File: src/sha1_pkg.sv
`timescale 1ns / 1ps
`default_nettype none
// ----------------------------------------------------------------------------
// sha1_pkg
// shared types and constants for the sha-1 digest engine
// ----------------------------------------------------------------------------
package sha1_pkg;

    localparam logic [31:0] H0 = 32'h67452301;
    localparam logic [31:0] H1 = 32'hefcdab89;
    localparam logic [31:0] H2 = 32'h98badcfe;
    localparam logic [31:0] H3 = 32'h10325476;
    localparam logic [31:0] H4 = 32'hc3d2e1f0;

    localparam logic [31:0] K0 = 32'h5a827999;
    localparam logic [31:0] K1 = 32'h6ed9eba1;
    localparam logic [31:0] K2 = 32'h8f1bbcdc;
    localparam logic [31:0] K3 = 32'hca62c1d6;

    localparam int QDEPTH = 4;
    localparam int QAW    = 2;

    // one classified word handed from front to back
    typedef struct packed {
        logic [31:0] word;
        logic [2:0]  nbytes;
        logic        last;
    } sha1_item_t;

endpackage
`default_nettype wire

File: src/sha1_front.sv
`timescale 1ns / 1ps
`default_nettype none
// ----------------------------------------------------------------------------
// sha1_front
// accepts message words, saturates the byte count of the last word (others count four) and queues them
// ----------------------------------------------------------------------------
module sha1_front (
    input  wire                  aclk,
    input  wire                  aresetn,
    input  wire                  in_valid,
    output logic                 in_ready,
    input  wire  [31:0]          in_word,
    input  wire  [2:0]           in_nbytes,
    input  wire                  in_last,
    output logic                 q_valid,
    input  wire                  q_ready,
    output sha1_pkg::sha1_item_t q_item
);
    import sha1_pkg::*;

    sha1_item_t     mem [QDEPTH];
    logic [QAW-1:0] wp_reg, rp_reg;
    logic [QAW:0]   cnt_reg;
    sha1_item_t     item;
    logic           push, pop;

    assign in_ready = (cnt_reg != QDEPTH[QAW:0]);
    assign q_valid  = (cnt_reg != '0);
    assign push     = in_valid && in_ready;
    assign pop      = q_valid && q_ready;
    assign q_item   = mem[rp_reg];

    always_comb begin
        item.word   = in_word;
        item.last   = in_last;
        if (!in_last) begin
            item.nbytes = 3'd4;
        end else if (in_nbytes > 3'd4) begin
            item.nbytes = 3'd4;
        end else begin
            item.nbytes = in_nbytes;
        end
    end

    always_ff @(posedge aclk) begin
        if (push) begin
            mem[wp_reg] <= item;
        end
    end

    always_ff @(posedge aclk) begin
        if (!aresetn) begin
            wp_reg  <= '0;
            rp_reg  <= '0;
            cnt_reg <= '0;
        end else begin
            if (push) wp_reg <= wp_reg + 1'b1;
            if (pop)  rp_reg <= rp_reg + 1'b1;
            cnt_reg <= cnt_reg + {{QAW{1'b0}}, push} - {{QAW{1'b0}}, pop};
        end
    end

endmodule
`default_nettype wire

File: src/sha1_back.sv
`timescale 1ns / 1ps
`default_nettype none
// ----------------------------------------------------------------------------
// sha1_back
// packs words into blocks, pads, runs 80 rounds and emits the digest
// ----------------------------------------------------------------------------
module sha1_back (
    input  wire                  aclk,
    input  wire                  aresetn,
    input  wire                  q_valid,
    output logic                 q_ready,
    input  sha1_pkg::sha1_item_t q_item,
    output logic                 m_valid,
    input  wire                  m_ready,
    output logic [31:0]          m_word,
    output logic [2:0]           m_index,
    output logic                 m_final
);
    import sha1_pkg::*;

    localparam logic [2:0] S_IDLE  = 3'd0;
    localparam logic [2:0] S_PAD   = 3'd1;
    localparam logic [2:0] S_ROUND = 3'd2;
    localparam logic [2:0] S_ADD   = 3'd3;
    localparam logic [2:0] S_OUT   = 3'd4;

    logic [2:0]  state_reg;
    logic [31:0] w_reg [16];
    logic [31:0] h_reg [5];
    logic [31:0] a_reg, b_reg, c_reg, d_reg, e_reg;
    logic [63:0] len_reg;
    logic [3:0]  pos_reg;
    logic [6:0]  t_reg;
    logic        fin_reg;     // digest follows this compression
    logic        padx_reg;    // 0x80 word still owed (full last word)
    logic        pad_reg;     // padding of the current message in progress
    logic        lenok_reg;   // length words go into the current block
    logic [2:0]  oi_reg;

    logic [31:0] wt, f, k, tmp, keep, padw, push_w;
    logic        do_push, take;
    logic [1:0]  rg;

    assign q_ready = (state_reg == S_IDLE);
    assign take    = q_valid && q_ready;
    assign rg      = (t_reg < 7'd20) ? 2'd0 : (t_reg < 7'd40) ? 2'd1 :
                     (t_reg < 7'd60) ? 2'd2 : 2'd3;

    always_comb begin
        if (t_reg < 7'd16) begin
            wt = w_reg[0];
        end else begin
            wt = w_reg[13] ^ w_reg[8] ^ w_reg[2] ^ w_reg[0];
            wt = {wt[30:0], wt[31]};
        end
        case (rg)
            2'd0:    begin f = (b_reg & c_reg) ^ (~b_reg & d_reg); k = K0; end
            2'd1:    begin f = b_reg ^ c_reg ^ d_reg; k = K1; end
            2'd2:    begin
                f = (b_reg & c_reg) ^ (b_reg & d_reg) ^ (c_reg & d_reg); k = K2;
            end
            default: begin f = b_reg ^ c_reg ^ d_reg; k = K3; end
        endcase
        tmp = {a_reg[26:0], a_reg[31:27]} + f + e_reg + k + wt;
    end

    always_comb begin
        case (q_item.nbytes)
            3'd0:    begin keep = 32'h0;        padw = 32'h80000000; end
            3'd1:    begin keep = 32'hff000000; padw = 32'h00800000; end
            3'd2:    begin keep = 32'hffff0000; padw = 32'h00008000; end
            3'd3:    begin keep = 32'hffffff00; padw = 32'h00000080; end
            default: begin keep = 32'hffffffff; padw = 32'h0;        end
        endcase
    end

    // word pushed into the window this cycle
    always_comb begin
        do_push = 1'b0;
        push_w  = '0;
        if (state_reg == S_IDLE && take) begin
            do_push = 1'b1;
            push_w  = (q_item.word & keep) | padw;
        end else if (state_reg == S_PAD) begin
            do_push = 1'b1;
            if (padx_reg)                           push_w = 32'h80000000;
            else if (lenok_reg && pos_reg == 4'd14) push_w = len_reg[63:32];
            else if (lenok_reg && pos_reg == 4'd15) push_w = len_reg[31:0];
            else                                    push_w = '0;
        end
    end

    always_ff @(posedge aclk) begin
        if (do_push) begin
            w_reg[pos_reg] <= push_w;
        end else if (state_reg == S_ROUND) begin
            for (int i = 0; i < 15; i++) w_reg[i] <= w_reg[i+1];
            w_reg[15] <= wt;
        end
    end

    always_ff @(posedge aclk) begin
        if (state_reg == S_ROUND) begin
            a_reg <= tmp;
            b_reg <= a_reg;
            c_reg <= {b_reg[1:0], b_reg[31:2]};
            d_reg <= c_reg;
            e_reg <= d_reg;
        end else if (do_push && pos_reg == 4'd15) begin
            a_reg <= h_reg[0];
            b_reg <= h_reg[1];
            c_reg <= h_reg[2];
            d_reg <= h_reg[3];
            e_reg <= h_reg[4];
        end
    end

    always_ff @(posedge aclk) begin
        if (!aresetn) begin
            state_reg <= S_IDLE;
            h_reg     <= '{H0, H1, H2, H3, H4};
            len_reg   <= '0;
            pos_reg   <= '0;
            t_reg     <= '0;
            fin_reg   <= 1'b0;
            padx_reg  <= 1'b0;
            pad_reg   <= 1'b0;
            lenok_reg <= 1'b0;
            oi_reg    <= '0;
        end else begin
            if (do_push) pos_reg <= pos_reg + 1'b1;
            case (state_reg)
                S_IDLE: begin
                    if (take) begin
                        len_reg  <= len_reg + {58'd0, q_item.nbytes, 3'd0};
                        padx_reg <= q_item.last && (q_item.nbytes == 3'd4);
                        pad_reg  <= q_item.last;
                        // room for the 0x80 word and both length words
                        lenok_reg <= (q_item.nbytes == 3'd4) ? (pos_reg <= 4'd12) :
                                                               (pos_reg <= 4'd13);
                        fin_reg  <= 1'b0;
                        t_reg    <= '0;
                        if (pos_reg == 4'd15) begin
                            state_reg <= S_ROUND;
                        end else if (q_item.last) begin
                            state_reg <= S_PAD;
                        end
                    end
                end
                S_PAD: begin
                    padx_reg <= 1'b0;
                    if (pos_reg == 4'd15) begin
                        fin_reg   <= lenok_reg;
                        t_reg     <= '0;
                        state_reg <= S_ROUND;
                    end
                end
                S_ROUND: begin
                    t_reg <= t_reg + 1'b1;
                    if (t_reg == 7'd79) state_reg <= S_ADD;
                end
                S_ADD: begin
                    h_reg[0] <= h_reg[0] + a_reg;
                    h_reg[1] <= h_reg[1] + b_reg;
                    h_reg[2] <= h_reg[2] + c_reg;
                    h_reg[3] <= h_reg[3] + d_reg;
                    h_reg[4] <= h_reg[4] + e_reg;
                    oi_reg   <= '0;
                    if (fin_reg) begin
                        state_reg <= S_OUT;
                    end else if (pad_reg) begin
                        // a fresh padding block always has room for the length
                        lenok_reg <= 1'b1;
                        state_reg <= S_PAD;
                    end else begin
                        state_reg <= S_IDLE;
                    end
                end
                S_OUT: begin
                    if (m_ready) begin
                        oi_reg <= oi_reg + 1'b1;
                        if (oi_reg == 3'd4) begin
                            h_reg     <= '{H0, H1, H2, H3, H4};
                            len_reg   <= '0;
                            pos_reg   <= '0;
                            fin_reg   <= 1'b0;
                            pad_reg   <= 1'b0;
                            state_reg <= S_IDLE;
                        end
                    end
                end
                default: state_reg <= S_IDLE;
            endcase
        end
    end

    assign m_valid = (state_reg == S_OUT);
    assign m_index = oi_reg;
    assign m_final = (oi_reg == 3'd4);
    always_comb begin
        case (oi_reg)
            3'd0:    m_word = h_reg[0];
            3'd1:    m_word = h_reg[1];
            3'd2:    m_word = h_reg[2];
            3'd3:    m_word = h_reg[3];
            default: m_word = h_reg[4];
        endcase
    end

endmodule
`default_nettype wire

File: src/sha1_message_digest.sv
`timescale 1ns / 1ps
`default_nettype none
// ----------------------------------------------------------------------------
// sha1_message_digest
// sha-1 digest engine over a stream of big-endian message words
// ----------------------------------------------------------------------------
//  channel  dir  tdata                         tuser         tlast
//  s_axis   in   [31:0] msg_word               [2:0] bytes   last_word
//  m_axis   out  [31:0] digest_word            [2:0] index   final_word
//
//  a word fills one slot of the 16-word window; every 16th word and each padding
//  block start 80 rounds followed by an add step in the shared round unit.
//  a 4-entry queue lets the input keep accepting while rounds run.
//  reset is synchronous and restores the initial hash values.
//  the digest waits in the output stage as long as m_axis_tready is low.
// ----------------------------------------------------------------------------
module sha1_message_digest (
    input  wire         aclk,
    input  wire         aresetn,
    input  wire         s_axis_tvalid,
    output logic        s_axis_tready,
    input  wire  [31:0] s_axis_tdata,   // msg_word
    input  wire  [2:0]  s_axis_tuser,   // valid_bytes
    input  wire         s_axis_tlast,   // last_word
    output logic        m_axis_tvalid,
    input  wire         m_axis_tready,
    output logic [31:0] m_axis_tdata,   // digest_word
    output logic [2:0]  m_axis_tuser,   // word_index
    output logic        m_axis_tlast    // final_word
);
    import sha1_pkg::*;

    sha1_item_t q_item;
    logic       q_valid, q_ready;

    sha1_front u_front (
        .aclk      (aclk),
        .aresetn   (aresetn),
        .in_valid  (s_axis_tvalid),
        .in_ready  (s_axis_tready),
        .in_word   (s_axis_tdata),
        .in_nbytes (s_axis_tuser),
        .in_last   (s_axis_tlast),
        .q_valid   (q_valid),
        .q_ready   (q_ready),
        .q_item    (q_item)
    );

    sha1_back u_back (
        .aclk    (aclk),
        .aresetn (aresetn),
        .q_valid (q_valid),
        .q_ready (q_ready),
        .q_item  (q_item),
        .m_valid (m_axis_tvalid),
        .m_ready (m_axis_tready),
        .m_word  (m_axis_tdata),
        .m_index (m_axis_tuser),
        .m_final (m_axis_tlast)
    );

endmodule
`default_nettype wire

File: config.mk
export PLATFORM = sky130hd
export DESIGN_NAME = sha1_message_digest
export DESIGN_NICKNAME = d
export VERILOG_FILES = /design/src/sha1_pkg.sv /design/src/sha1_front.sv /design/src/sha1_back.sv /design/src/sha1_message_digest.sv
export SDC_FILE = /design/constraint.sdc
export NUM_CORES = 2
export LEC_CHECK = 0
export BUFFER_PORTS_ARGS = -buffer_cell sky130_fd_sc_hd__clkbuf_2
export CAP_MARGIN = 30
export CELL_PAD_IN_SITES_DETAIL_PLACEMENT = 1
export CELL_PAD_IN_SITES_GLOBAL_PLACEMENT = 1
export CORE_MARGIN = 3
export CORE_UTILIZATION = 50
export CTS_CLUSTER_DIAMETER = 30
export DETAILED_ROUTE_END_ITERATION = 10
export PLACE_DENSITY_LB_ADDON = 0.1
export SETUP_SLACK_MARGIN = 0.5
export SYNTH_ARGS = -nofsm -noshare
export SYNTH_HDL_FRONTEND = slang
export SYNTH_SLANG_ARGS = --single-unit
File: constraint.sdc
create_clock -name aclk -period 17.5 [get_ports aclk]
set_input_delay 2.625 -clock aclk [delete_from_list [all_inputs] [get_ports aclk]]
set_output_delay 2.625 -clock aclk [all_outputs]
set_load 0.01 [all_outputs]
==> results.toml <==
[clock_network]
cts_resized = 0
clk_latency_ns = 0.87
holdBufCountCts = 0
cts_max_path_buffers = 3
cts_buffers = 241
htree_num_levels = 4
postCtsSetupBuffers = 0
clkTransAtPathRegs_ns = 0.04
ctsRootBufferMaster = "clkbuf_16"
cts_tree = "yes"
clock-sinks = 1067

[yosys]
synth_top_area_share_pct = 43.0
synth_top_area_cell = "edfxtp_1"
synthesis.nets = 5531
ys_types = 86
synth-edff-count = 816
synth_flop_cell = "edfxtp_1"
synth_most_common_cell = "edfxtp_1"
synthTopCellsByArea = "edfxtp_1 43%, dfxtp_1 8.8%, a21o_1 7.7%"
synth_area_um2 = 56900
ys_ff_latch = 1067
yosys-top-cells-count = "816 x edfxtp_1, 651 x nand2_1, 582 x a21o_1"
yosysWarnings = 0
synthCells = 5147
async_flop_share_pct = 0
ys_seq_area_share_pct = 51.9
syn_area_per_cell_um2 = 11.1

[global_route]
grt_pass1_wl_um = 286000
antenna_found_initial = 4
grt_pass1_vias = 44900
grt_remaining_overflow = 0
grt_max_degree = 236
grtUsageTotal_pct = 32.2

[routing]
post_drt_wl_per_cell_um = 27.3
drt_first_pass_iters = 6
drc_errors = 0
via_per_inst = 6.19
drtIter0Drc = 4070
drt_wl_total_um = 191000
vias = 43265
ant_nets = 0

[status]
outcome = "completed"

[power]
p_sw_mw = 5.11
ir_drop_mv = 0.159
comb_power_share_pct = 37.7
leakage_nw = 29.2
power_frac_seq_pct = 27.9
sw_frac_of_total_pct = 37.0
p_int_mw = 8.69
clockPowerShare_pct = 34.4
p_per_area_nw_per_um2 = 204

[floorplan]
die-area_um2 = 118000
rows = 123
die_y_um = 343
io_pins = 78
die_w_um = 343
start_util_pct = 50.5
core_um2 = 113000

[timing]
rsz0062_at_grt = "false"
worstMarginPinSlew_ns = 1.33
tns_ns = 0
post-route-min-period_ns = 7.84
fin_crit_sh_pct = 44.8
fin_skew_ns = 0.0577
slew_viol_final = 0
timing.final.ws_setup_ns = 9.66
max-slew-margin-rel_pct = 11.5
fmax_mhz = 128
finalSetupViolCount = 0
hold_viol_final = 0

[placed_design]
port_buffers = 77
dp.final_hpwl_um = 122000
place.gp.congestion = 0.910
place_ws_ns = 9.91
dp.cells = 6520
dpl_cell_area_um2 = 59000

[layout]
fin_nets = 5653
diodes = 0
area_growth_pct = 18.9
final_util_pct = 60.0
design_area_um2 = 67700
finalNonFillerCells = 6987
layout-drive-gt1-share_pct = 12.7
largest_register_ffs = 512

[worst_setup_path]
cp-end-kind = "flip-flop"
crit_fanout = 44
cp-start-kind = "flip-flop"
cp.required_ns = 18.03
rrSetupSlack_ns = 9.66
worstPathArrival_ns = 8.36
r2r_cells = 26
path_class = "reg -> reg"

[job]
drv_cap = 0

[worst_hold_path]
hold_depth = 2
worstHoldPathType = "reg -> reg"
-- through the flow --
stage               hold WS [ns]  power, mW
detailed placement         0.478       8.93
finish                     0.496       13.8
global placement           0.458       8.77
floorplan                  0.447       7.39
global route               0.506       14.5
CTS                        0.488       13.8
-- routing by layer --
layer,vias up,share of wire [%],global-route usage [%]
met5,-,0.0079,0
met4,2,3.5,12.0
met3,348,6.2,5.82
met2,1516,47,50.8
met1,22338,44,44.5
li1,19061,-,-
-- power groups by stage --
stage | registers [mW] | logic, mW | clock network (mW)
CTS | 3.84 | 5.17 | 4.78
floorplan | 3.80 | 3.59 | 0
detailed placement | 3.87 | 5.05 | 0
global placement | 3.86 | 4.91 | 0
finish | 3.85 | 5.20 | 4.75
global route | 3.88 | 5.73 | 4.92
-- worst max-delay path: stages (launching register included) --
cell	delay (ns)
dfxtp_1	0.53
o21ai_0	0.20
a221o_2	0.43
buf_4	0.27
inv_1	0.13
buf_4	0.31
ha_1	0.20
buf_4	0.34
a221o_1	0.22
o21ai_0	0.15
fa_1	0.55
inv_1	0.06
fa_1	0.50
inv_1	0.06
fa_1	0.55
inv_1	0.06
ha_1	0.28
a21oi_1	0.18
nand4b_1	0.16
nand3_1	0.13
a221oi_1	0.62
o21ba_2	0.29
o21ai_0	0.25
a41o_1	0.38
a221oi_1	0.37
xor2_1	0.17
o21ai_0	0.08
-- logic make-up after synthesis --
kind of cell	count (synthesis)	synth area share (%)
AND/OR/NAND/NOR	1298	10.2
multiplexers	77	2.19
flip-flops	1067	51.9
XOR/XNOR	298	4.58
AO/OA/AOI/OAI	1553	18.5
buffers and inverters	510	3.44
adder cells (fa/ha/maj)	344	9.23
-- final cells by class --
| cell class | count | area, um2 |
|---|---|---|
| clock buffers | 286 | 6500 |
| clock inverters | 175 | 2170 |
| fillers | 11485 | 45100 |
| inverters | 240 | 901 |
| multi-input cells | 3570 | 25700 |
| flip-flops and latches | 1067 | 29500 |
| well taps | 1500 | 1880 |
| repair buffers | 149 | 1030 |
-- layout by cell type, fill, tap and decap left out, types with 37 or more instances in the layout --
cell type,instances
dfxtp_1,250
buf_4,61
clkinv_2,42
xnor2_1,194
nor2_1,265
o21ai_0,250
fa_1,127
clkbuf_16,248
nand3_1,65
xor2_1,104
a22oi_1,127
nor2b_1,66
ha_1,217
a31oi_1,57
a21oi_1,220
nand2_1,648
nor3_1,37
clkbuf_2,76
a21o_1,582
inv_1,237
o22ai_1,46
edfxtp_1,816
-- worst paths after layout --
check,from,to
max,u_back.t_reg[5],u_back.a_reg[30]
min,u_back.len_reg[60],u_back.len_reg[60]
min reg2reg,u_back.len_reg[60],u_back.len_reg[60]
max reg2reg,u_back.t_reg[5],u_back.a_reg[30]
Power figures use the tool's default switching activity.
